--- config.mk ---
export PLATFORM = sky130hd
export DESIGN_NAME = kle_buffer
export DESIGN_NICKNAME = d
export VERILOG_FILES = /design/src/rtl/kle_pkg.sv /design/src/rtl/kle_buffer.sv
export SDC_FILE = /design/constraint.sdc
export NUM_CORES = 1
export LEC_CHECK = 0
export ABC_AREA = 1
export BUFFER_PORTS_ARGS = -buffer_cell sky130_fd_sc_hd__buf_2
export CORE_AREA = 4 4 199 201
export CTS_CLUSTER_SIZE = 10
export DETAILED_ROUTE_END_ITERATION = 8
export DIE_AREA = 0 0 203 205
export PLACE_DENSITY = 0.8
export SETUP_SLACK_MARGIN = 0.2
export SLEW_MARGIN = 20
export SYNTH_ARGS = -nofsm -noshare
export SYNTH_HDL_FRONTEND = slang
export SYNTH_SLANG_ARGS = --single-unit
--- constraint.sdc ---
create_clock -name clk -period 2.1 [get_ports clk]
set_clock_uncertainty 0.15 [all_clocks]
set_input_delay 0.42 -clock clk [delete_from_list [all_inputs] [get_ports clk]]
set_output_delay 0.42 -clock clk [all_outputs]
set_load 0.01 [all_outputs]
--- src/rtl/kle_pkg.sv ---
`timescale 1ns / 1ps
// ----------------------------------------------------------------------------
// kle_pkg
// shared types, codes and constants of the keystroke line editor
// ----------------------------------------------------------------------------
package kle_pkg;

    localparam int MAX_CHARS_DEFAULT = 64;

    localparam int CHAR_W     = 8;
    localparam int SCAN_W     = 7;
    localparam int COUNT_W    = 7;
    localparam int STATUS_W   = 2;
    localparam int CFG_IDX_W  = 3;
    localparam int CFG_DATA_W = 7;

    localparam logic [CHAR_W-1:0] ASCII_CR = 8'd13;

    // configuration register indexes
    localparam logic [CFG_IDX_W-1:0] REG_MAX_LENGTH     = 3'd0;
    localparam logic [CFG_IDX_W-1:0] REG_STATIC_CURSOR  = 3'd1;
    localparam logic [CFG_IDX_W-1:0] REG_ENTER_SCAN     = 3'd2;
    localparam logic [CFG_IDX_W-1:0] REG_BACKSPACE_SCAN = 3'd3;
    localparam logic [CFG_IDX_W-1:0] REG_LEFT_SCAN      = 3'd4;
    localparam logic [CFG_IDX_W-1:0] REG_RIGHT_SCAN     = 3'd5;

    // register reset values
    localparam logic [COUNT_W-1:0] MAX_LENGTH_RST     = 7'd64;
    localparam logic [SCAN_W-1:0]  ENTER_SCAN_RST     = 7'd67;
    localparam logic [SCAN_W-1:0]  BACKSPACE_SCAN_RST = 7'd63;
    localparam logic [SCAN_W-1:0]  LEFT_SCAN_RST      = 7'd82;
    localparam logic [SCAN_W-1:0]  RIGHT_SCAN_RST     = 7'd83;

    // result status codes
    localparam logic [STATUS_W-1:0] STATUS_NONE      = 2'd0;
    localparam logic [STATUS_W-1:0] STATUS_VALIDATED = 2'd1;
    localparam logic [STATUS_W-1:0] STATUS_CHANGED   = 2'd2;

    typedef struct packed {
        logic [CHAR_W-1:0] ascii_code;
        logic [SCAN_W-1:0] scan_code;
    } kle_key_t;

    typedef struct packed {
        logic [STATUS_W-1:0] status;
        logic [CHAR_W-1:0]   line_char;
        logic                last_of_run;
        logic [COUNT_W-1:0]  line_length;
        logic [COUNT_W-1:0]  cursor_at;
    } kle_result_t;

    typedef enum logic [2:0] {
        ST_IDLE,
        ST_EMIT,
        ST_DEL,
        ST_INS,
        ST_PUT,
        ST_RESULT
    } kle_state_t;

endpackage

--- src/rtl/kle_buffer.sv ---
`timescale 1ns / 1ps
// ----------------------------------------------------------------------------
// kle_buffer
// character store: one write port, one read port, registered read data
// ----------------------------------------------------------------------------
module kle_buffer #(
    parameter int DEPTH = kle_pkg::MAX_CHARS_DEFAULT,
    parameter int AW    = 6
) (
    input  logic                      clk,
    input  logic                      wr_en,
    input  logic [AW-1:0]             wr_addr,
    input  logic [kle_pkg::CHAR_W-1:0] wr_data,
    input  logic                      rd_en,
    input  logic [AW-1:0]             rd_addr,
    output logic [kle_pkg::CHAR_W-1:0] rd_data
);
    import kle_pkg::*;

    logic [CHAR_W-1:0] mem [DEPTH];
    logic [CHAR_W-1:0] rd_data_reg;

    always_ff @(posedge clk)
    begin
        if (wr_en)
        begin
            mem[wr_addr] <= wr_data;
        end
    end

    always_ff @(posedge clk)
    begin
        if (rd_en)
        begin
            rd_data_reg <= mem[rd_addr];
        end
    end

    assign rd_data = rd_data_reg;

endmodule

---- Word level (Yosys, flattened, before mapping) ----
Memory sizes are Yosys's and may differ from the RTL's. A register that Yosys moved wholly into a read port is not among the register bits.
Index checks and enable logic that the tools add are counted.
operators by class
  bitwise operators ....................... 0
  divide/modulo/power cells ............... 0
  shift-type cells ........................ 0
  magnitude comparators ................... 0
  equal/unequal tests ..................... 0
  multiplexer cells ....................... 2
  add/subtract/negate cells ............... 0
  reduce and logical (&&, ||, !) cells .... 0
  multiply operators ...................... 0
operators with widths
  operator  count
  $mux 1    2
word-level totals
  output and inout port bits .............. 8
  bits in read-only memories .............. 0
  register bits after elaboration ......... 0
  word-level logic and storage cells ...... 3
  input bits .............................. 23
  bits in latches ......................... 0
  memories kept ........................... 1
  RAM bits ................................ 512
memories
  name  depth  width  read ports  clocked after memory_dff  wr ports  line              RTL
  mem   64     8      1           1                         1         kle_buffer.sv:20  logic [CHAR_W-1:0] mem [DEPTH];

---- Logic depth before layout (Yosys ltp) ----
Gate-level depths: netlist of the first run.
  depth after elaboration ................. 2
  mapped depth ............................ 12
  mapped depth without buffers ............ 9

---- Worst setup path before layout of the first run ----
Ideal clock, no wire load.
  kind .................................... input port to flip-flop
  from .................................... input port wr_en
  to ...................................... memory mem[48][0], enable pin
  required time ........................... 1.555 ns
  path slack .............................. -0.236 ns
  arrival ................................. 1.791 ns
  cell stages on the path ................. 3
  path buffers ............................ 1
  library setup time ...................... 0.395 ns
  cell sequence ........................... clkbuf_1 nand4_1 nor4_1
between the ends
  word-level cells in the longest chain between the ends .. 2
ends and longest elaborated chain
  element                       line              RTL
  start, declared               kle_buffer.sv:11  input logic wr_en,
  $mux 1                        kle_buffer.sv:25  if (wr_en)
  $mux 1 (not written as such)  kle_buffer.sv:27  mem[wr_addr] <= wr_data;
  end, declared                 kle_buffer.sv:20
Every way passes these cells.

---- Final worst setup path of the first run ----
  from .................................... register rd_data_reg[1] (netlist: rd_data[1]) (read register of mem)
  to ...................................... output port rd_data[1] (netlist bit)
RTL lines
  element          line              RTL
  start, declared  kle_buffer.sv:21  logic [CHAR_W-1:0] rd_data_reg;
  end, declared    kle_buffer.sv:16  output logic [kle_pkg::CHAR_W-1:0] rd_data
No word-level cell between the ends.

==> results of run 1 <==
-- routing by layer --
metal	share of wire (%)	track usage (%)	up-vias
li1	-	-	6518
met3	12	4.21	137
met2	49	42.3	1001
met5	0.038	0	-
met1	36	34.6	6995
met4	3.0	8.15	2
-- logic make-up after synthesis --
kind of cell / count (synthesis) / synth area share [%]
simple gates: 1160 / 23.1
flops: 520 / 72.9
buf+inv: 125 / 4.01
-- cell type report --
| class | count | share of cell area, % |
|---|---|---|
| sequential | 520 | 64.3 |
| multi-input combinational | 1160 | 21.1 |
| clock buffer | 59 | 6.08 |
| timing repair buffer | 148 | 5.64 |
| tap | 511 | 2.63 |
| inverter | 12 | 0.242 |
| clock inverter | 1 | 0.0360 |
| antenna | 1 | 0.0103 |
-- path summary, 6_finish.rpt --
| path | endpoint | slack, ns | depth (start not counted) |
|---|---|---|---|
| worst max-delay path | rd_data[1] | 0.31 | 1 |
| worst min-delay path | rd_data[5]$_DFFE_PP_ | 0.1 | 1 |
| worst max register to register | rd_data[7]$_DFFE_PP_ | 0.48 | 8 |
| worst min register to register | rd_data[7]$_DFFE_PP_ | 0.75 | 8 |
-- cells in the final DEF, fill, tap and decap left out --
cell        count
nor2_4          8
buf_4          93
inv_1           6
nor2_2         23
nand3_1       439
inv_4           2
clkbuf_16      59
clkinvlp_4      1
nor4_4          2
nand2_1       648
nor4_2          6
buf_12         26
inv_6           2
inv_2           2
buf_6           1
nor2_1         25
edfxtp_1      520
diode_2         1
nand4_1         9
buf_2          28
-- where the power goes --
part / internal [mW] / total (mW) / leakage (nW) / switching [mW]
Clock: 4.88 / 8.42 / 0.732 / 3.54
Combinational: 0.436 / 1.49 / 3.39 / 1.05
Sequential: 11.5 / 11.6 / 4.69 / 0.0328
Total: 16.8 / 21.5 / 8.80 / 4.63
==> out/metrics.csv, run 1 <==
stage,metric,value,unit
placement,port_buffers,30,
global_route,grt_max_degree,97,
logic_synthesis,synth.distinct_cells,15,
logic_synthesis,post-synth-top-count-cell,nand2_1,
clock_tree,clock-root-buffer,clkbuf_16,
sta,setup_violations,0,
sta,rsz0062_at_grt,no,
logic_synthesis,synth_area,0.0214,mm2
power,power_density,883,mW/mm2
power,power,21.5,mW
worst_setup_path,cp_max_fo,1,
final_layout,drive_above_1_share,13.3,%
power,p_leak,8.80,nW
hold_path,hold_path_class,input port to register,
power,ir_drop,0.637,mV
floorplanning,ios,31,
route,vias_per_cell,6.08,
clock_tree,htreeDepth,2,
worst_setup_path,rr_startpoint,mem[35][7]$_DFFE_PP_,
clock_tree,post_cts_resized,0,
global_route,grt-ovfl-total,0,
sta,fin_crit_sh,85.2,%
floorplanning,die_h,205,um
placement,dp.cells,2351,
logic_synthesis,synth_area_per_cell,11.9,um2
logic_synthesis,synth_seq_cells,520,
worst_setup_path,critPathTopFamily,flip-flops,
sta,slew_headroom,41.5,%
route,dr.pass1.iters,6,
floorplanning,core_area,0.0376,mm2
logic_synthesis,yosysTopAreaCellShare,72.9,%
logic_synthesis,yosysWarningCount,0,
route,drc_errors,0,
clock_tree,cts.clk_slew.worst_paths,0.05,ns
final_layout,syn2layout_area_growth,13.5,%
logic_synthesis,synthArstFlopShare,0,%
global_route,antenna_found_initial,2,
route,ant_nets,0,
placement,gp_congestion,0.922,
route,vias,14700,
clock_tree,post_cts_buffers,0,
clock_tree,cts_tree,built,
worst_setup_path,start_kind,register,
clock_tree,cts_buffers,57,
clock_tree,holdBufCountCts,0,
placement,placed_area,0.0228,mm2
final_layout,multi_input_area,0.00513,mm2
global_route,grtUsageTotal,25.4,%
clock_tree,clock_latency,0.58,ns
final_layout,largest_register_ffs,512,
sta,maxSlewViolCount,0,
floorplanning,rows,71,
floorplanning,die_area,0.0416,mm2
floorplanning,die_width,203,um
worst_setup_path,end_kind,output port,
worst_setup_path,worstPathCellList,buf_2,
worst_setup_path,crit_arrival,1.22,ns
worst_setup_path,worst_path_largest_cell_delay,0.45,ns
placement,dp_hpwl,32000,um
route,drt_iter0_drc,2134,
sta,timing.fmax,0.559,GHz
final_layout,nets,1922,
route,wirelength,52800,um
worst_setup_path,path_buf_inv,1,
run,drv_cap,0,
sta,tns,0,ns
final_layout,fin_cells,2412,
placement,post-place-ws,-0.144,ns
sta,whs,0.0964,ns
hold_path,worstHoldStart,rd_en,
sta,setup_ws,0.310,ns
clock_tree,cts_sinks,520,
logic_synthesis,syn_inst,1805,
logic_synthesis,synth_fp_nets,1828,
logic_synthesis,yosysTopAreaCell,edfxtp_1,
clock_tree,clk_path_buf_depth,3,
logic_synthesis,synthTopCellsByArea,"edfxtp_1, nand2_1, nand3_1",
logic_synthesis,yosys-top-cells-count,"nand2_1, edfxtp_1, nand3_1",
worst_setup_path,worst_ep_required_time,1.53,ns
logic_synthesis,synthFlopType,edfxtp_1,
route,wl_per_cell,21.9,um
worst_setup_path,cpMaxStageDelayCell,edfxtp_1,
worst_setup_path,crit_start,rd_data[1]$_DFFE_PP_,
sta,worstMarginPinSlew,0.874,ns
logic_synthesis,synth_edf_count,520,
sta,hold_violations,0,
floorplanning,start_util,57.0,%
run_status,status,finished clean,
final_layout,post-route-util,64.7,%
final_layout,fillers,2565,
worst_setup_path,crit_type,register to output port,
final_layout,design_area,0.0243,mm2
global_route,grt_pass1_wl,81400,um
final_layout,ff_latch_area,0.0156,mm2
sta,period_needed,1.79,ns
logic_synthesis,seq_area_frac_synth,72.9,%
global_route,grt_pass1_vias,14300,
Note: power is estimated with default switching activity, not from simulation.
==> run 2, diff against run 1 <==
--- a/config.mk
+++ b/config.mk
@@ -11,6 +11,7 @@
 export CTS_CLUSTER_SIZE = 10
 export DETAILED_ROUTE_END_ITERATION = 8
 export DIE_AREA = 0 0 203 205
+export HOLD_SLACK_MARGIN = 0.1
 export PLACE_DENSITY = 0.8
 export SETUP_SLACK_MARGIN = 0.2
 export SLEW_MARGIN = 20
==> run 2 against run 1 <==
  * Die area unchanged
  * Maximum frequency down 0.68%
  * Sequential power barely moved
  * Clock-buffer cell count is the same
  * Utilization is essentially flat
  * Critical path depth stayed put
  * Non-clock buffer count rose by 1
  * Via count about the same
  * Worst hold slack better by 0.048 ns
  * Clock power about the same
  * Sequential share of layout area barely moved
  * Critical path type unchanged
  * Largest power group unchanged
==> out/metrics.csv, run 2 (same netlist as run 1, synthesis figures left out) <==
stage,metric,value,unit,change
global_route,grt_pass1_wl,81400,um,about the same
clock_tree,clk_path_buf_depth,3,,unchanged
sta,fin_crit_sh,85.8,%,was 85.2%
run_status,status,finished clean,,unchanged
worst_setup_path,reg2reg_slack,0.48,ns,about the same
route,drt_iter0_drc,2237,,was 2134
worst_setup_path,crit_arrival,1.23,ns,was 1.22 ns
floorplanning,die_width,203,um,unchanged
clock_tree,cts_tree,built,,unchanged
worst_setup_path,cp_max_fo,1,,unchanged
placement,post-place-ws,-0.144,ns,unchanged
floorplanning,die_h,205,um,unchanged
sta,whs,0.144,ns,was 0.0964 ns
floorplanning,ios,31,,unchanged
clock_tree,clock-root-buffer,clkbuf_16,,unchanged
global_route,grtUsageTotal,25.4,%,about the same
worst_setup_path,reg2reg_depth,8,,unchanged
route,vias,14600,,was 14700
final_layout,largest_register_ffs,512,,unchanged
sta,rsz0062_at_grt,no,,unchanged
final_layout,syn2layout_area_growth,13.5,%,about the same
placement,dp.cells,2351,,unchanged
route,wl_per_cell,22.0,um,was 21.9 um
floorplanning,rows,71,,unchanged
clock_tree,cts.clk_slew.worst_paths,0.06,ns,was 0.05 ns
global_route,grt-ovfl-total,0,,unchanged
sta,slew_headroom,40.8,%,was 41.5%
route,dr.pass1.iters,7,,was 6
sta,setup_violations,0,,unchanged
hold_path,worstHoldStart,rd_addr[4],,was rd_en
sta,worstMarginPinSlew,0.885,ns,was 0.874 ns
sta,period_needed,1.80,ns,was 1.79 ns
placement,port_buffers,30,,unchanged
power,ir_drop,0.637,mV,about the same
sta,maxSlewViolCount,0,,unchanged
worst_setup_path,crit_type,register to output port,,unchanged
power,p_leak,8.81,nW,was 8.80 nW
clock_tree,cts_buffers,57,,unchanged
worst_setup_path,worst_path_largest_cell_delay,0.46,ns,was 0.45 ns
final_layout,num_antenna_cells,0,,was 1
hold_path,hold_end,rd_data[7]$_DFFE_PP_,,was rd_data[5]$_DFFE_PP_
clock_tree,htreeDepth,2,,unchanged
worst_setup_path,start_kind,register,,unchanged
worst_setup_path,path_buf_inv,1,,unchanged
final_layout,fillers,2565,,unchanged
final_layout,final_common_cell,nand2_1,,unchanged
global_route,grt_pass1_vias,14300,,about the same
clock_tree,post_cts_resized,0,,unchanged
worst_setup_path,worst_ep_required_time,1.53,ns,about the same
sta,hold_violations,0,,unchanged
placement,gp_congestion,0.922,,unchanged
floorplanning,die_area,0.0416,mm2,unchanged
final_layout,nets,1923,,was 1922
final_layout,fin_cells,2412,,unchanged
sta,timing.fmax,0.555,GHz,was 0.559 GHz
route,drc_errors,0,,unchanged
worst_setup_path,cpMaxStageDelayCell,edfxtp_1,,unchanged
worst_setup_path,end_kind,output port,,unchanged
sta,setup_ws,0.298,ns,was 0.310 ns
hold_path,min_delay_path_depth,4,,was 1
global_route,grt_max_degree,97,,unchanged
placement,dp_hpwl,32000,um,unchanged
worst_setup_path,critPathTopFamily,flip-flops,,unchanged
clock_tree,cts_sinks,520,,unchanged
floorplanning,start_util,57.0,%,unchanged
sta,tns,0,ns,unchanged
worst_setup_path,worstPathCellList,buf_2,,unchanged
route,ant_nets,0,,unchanged
power,power,21.5,mW,about the same
run,drv_cap,0,,unchanged
power,power_density,883,mW/mm2,about the same
final_layout,drive_above_1_share,13.3,%,about the same
clock_tree,clock_latency,0.58,ns,about the same
worst_setup_path,rr_startpoint,mem[35][7]$_DFFE_PP_,,unchanged
route,wirelength,53000,um,was 52800 um
hold_path,hold_path_class,input port to register,,unchanged
final_layout,final_cell_mix,"nand2_1, edfxtp_1, nand3_1, buf_4, clkbuf_16",,unchanged
global_route,antenna_found_initial,2,,unchanged
route,vias_per_cell,6.07,,was 6.08
worst_setup_path,r2r-end,rd_data[7]$_DFFE_PP_,,unchanged
floorplanning,core_area,0.0376,mm2,unchanged
==> run 2: cell types whose count changed in the layout (fill, tap and decap cells not counted), sizes merged <==
cell         previous run  this run
diode                   1         0
dlygate4sd3             0         1
==> run 2: worst max path at each step <==
stage	from	end	slack [ns]	depth (start not counted)
6_report	rd_data[1]$_DFFE_PP_	rd_data[1]	0.30	1
5_1_grt	rd_data[1]$_DFFE_PP_	rd_data[1]	0.28	1
4_1_cts	rd_data[0]$_DFFE_PP_	rd_data[0]	0.30	1
3_5_place_dp	wr_addr[1]	mem[56][3]$_DFFE_PP_	-0.14	5
3_3_place_gp	wr_addr[1]	mem[56][1]$_DFFE_PP_	-0.12	5
2_1_floorplan	wr_en	mem[48][0]$_DFFE_PP_	-0.02	3
==> run 2: cell type report <==
cell class	instances	area, um2	area share [%]
clock inverters	1	8.76	0.0360
repair buffers	149	1380	5.68
clock buffers	59	1480	6.07
inverters	12	58.8	0.242
multi-input cells	1160	5130	21.1
flip-flops and latches	520	15600	64.2
well taps	511	639	2.63
==> run 2: repair_timing <==
| action | in CTS | in global routing |
|---|---|---|
| buffers inserted | 0 | 0 |
| hold buffers | 1 | 0 |
| endpoints found under the hold margin | 8 | 0 |
==> run 2: per-layer routing <==
layer / vias up / wire (um) / global-route usage, %
met5: - / 20 / 0
met4: 2 / 1660 / 8.15
met3: 147 / 6170 / 4.20
met2: 982 / 25800 / 42.3
met1: 7001 / 19300 / 34.6
li1: 6517 / - / -
==> run 2: where the power goes <==
part | switching (mW) | internal (mW) | total [mW]
combinational | 1.06 | 0.437 | 1.49
clock | 3.54 | 4.88 | 8.42
sequential | 0.0325 | 11.5 | 11.6
==> run 2: stage by stage <==
step / util (%) / instance area (um2)
after floorplan: - / 21600
after global placement: 60.7 / 22800
after detailed placement: 60.7 / 22800
after CTS: 64.7 / 24300
after global routing: 64.7 / 24300
final: 64.7 / 24300
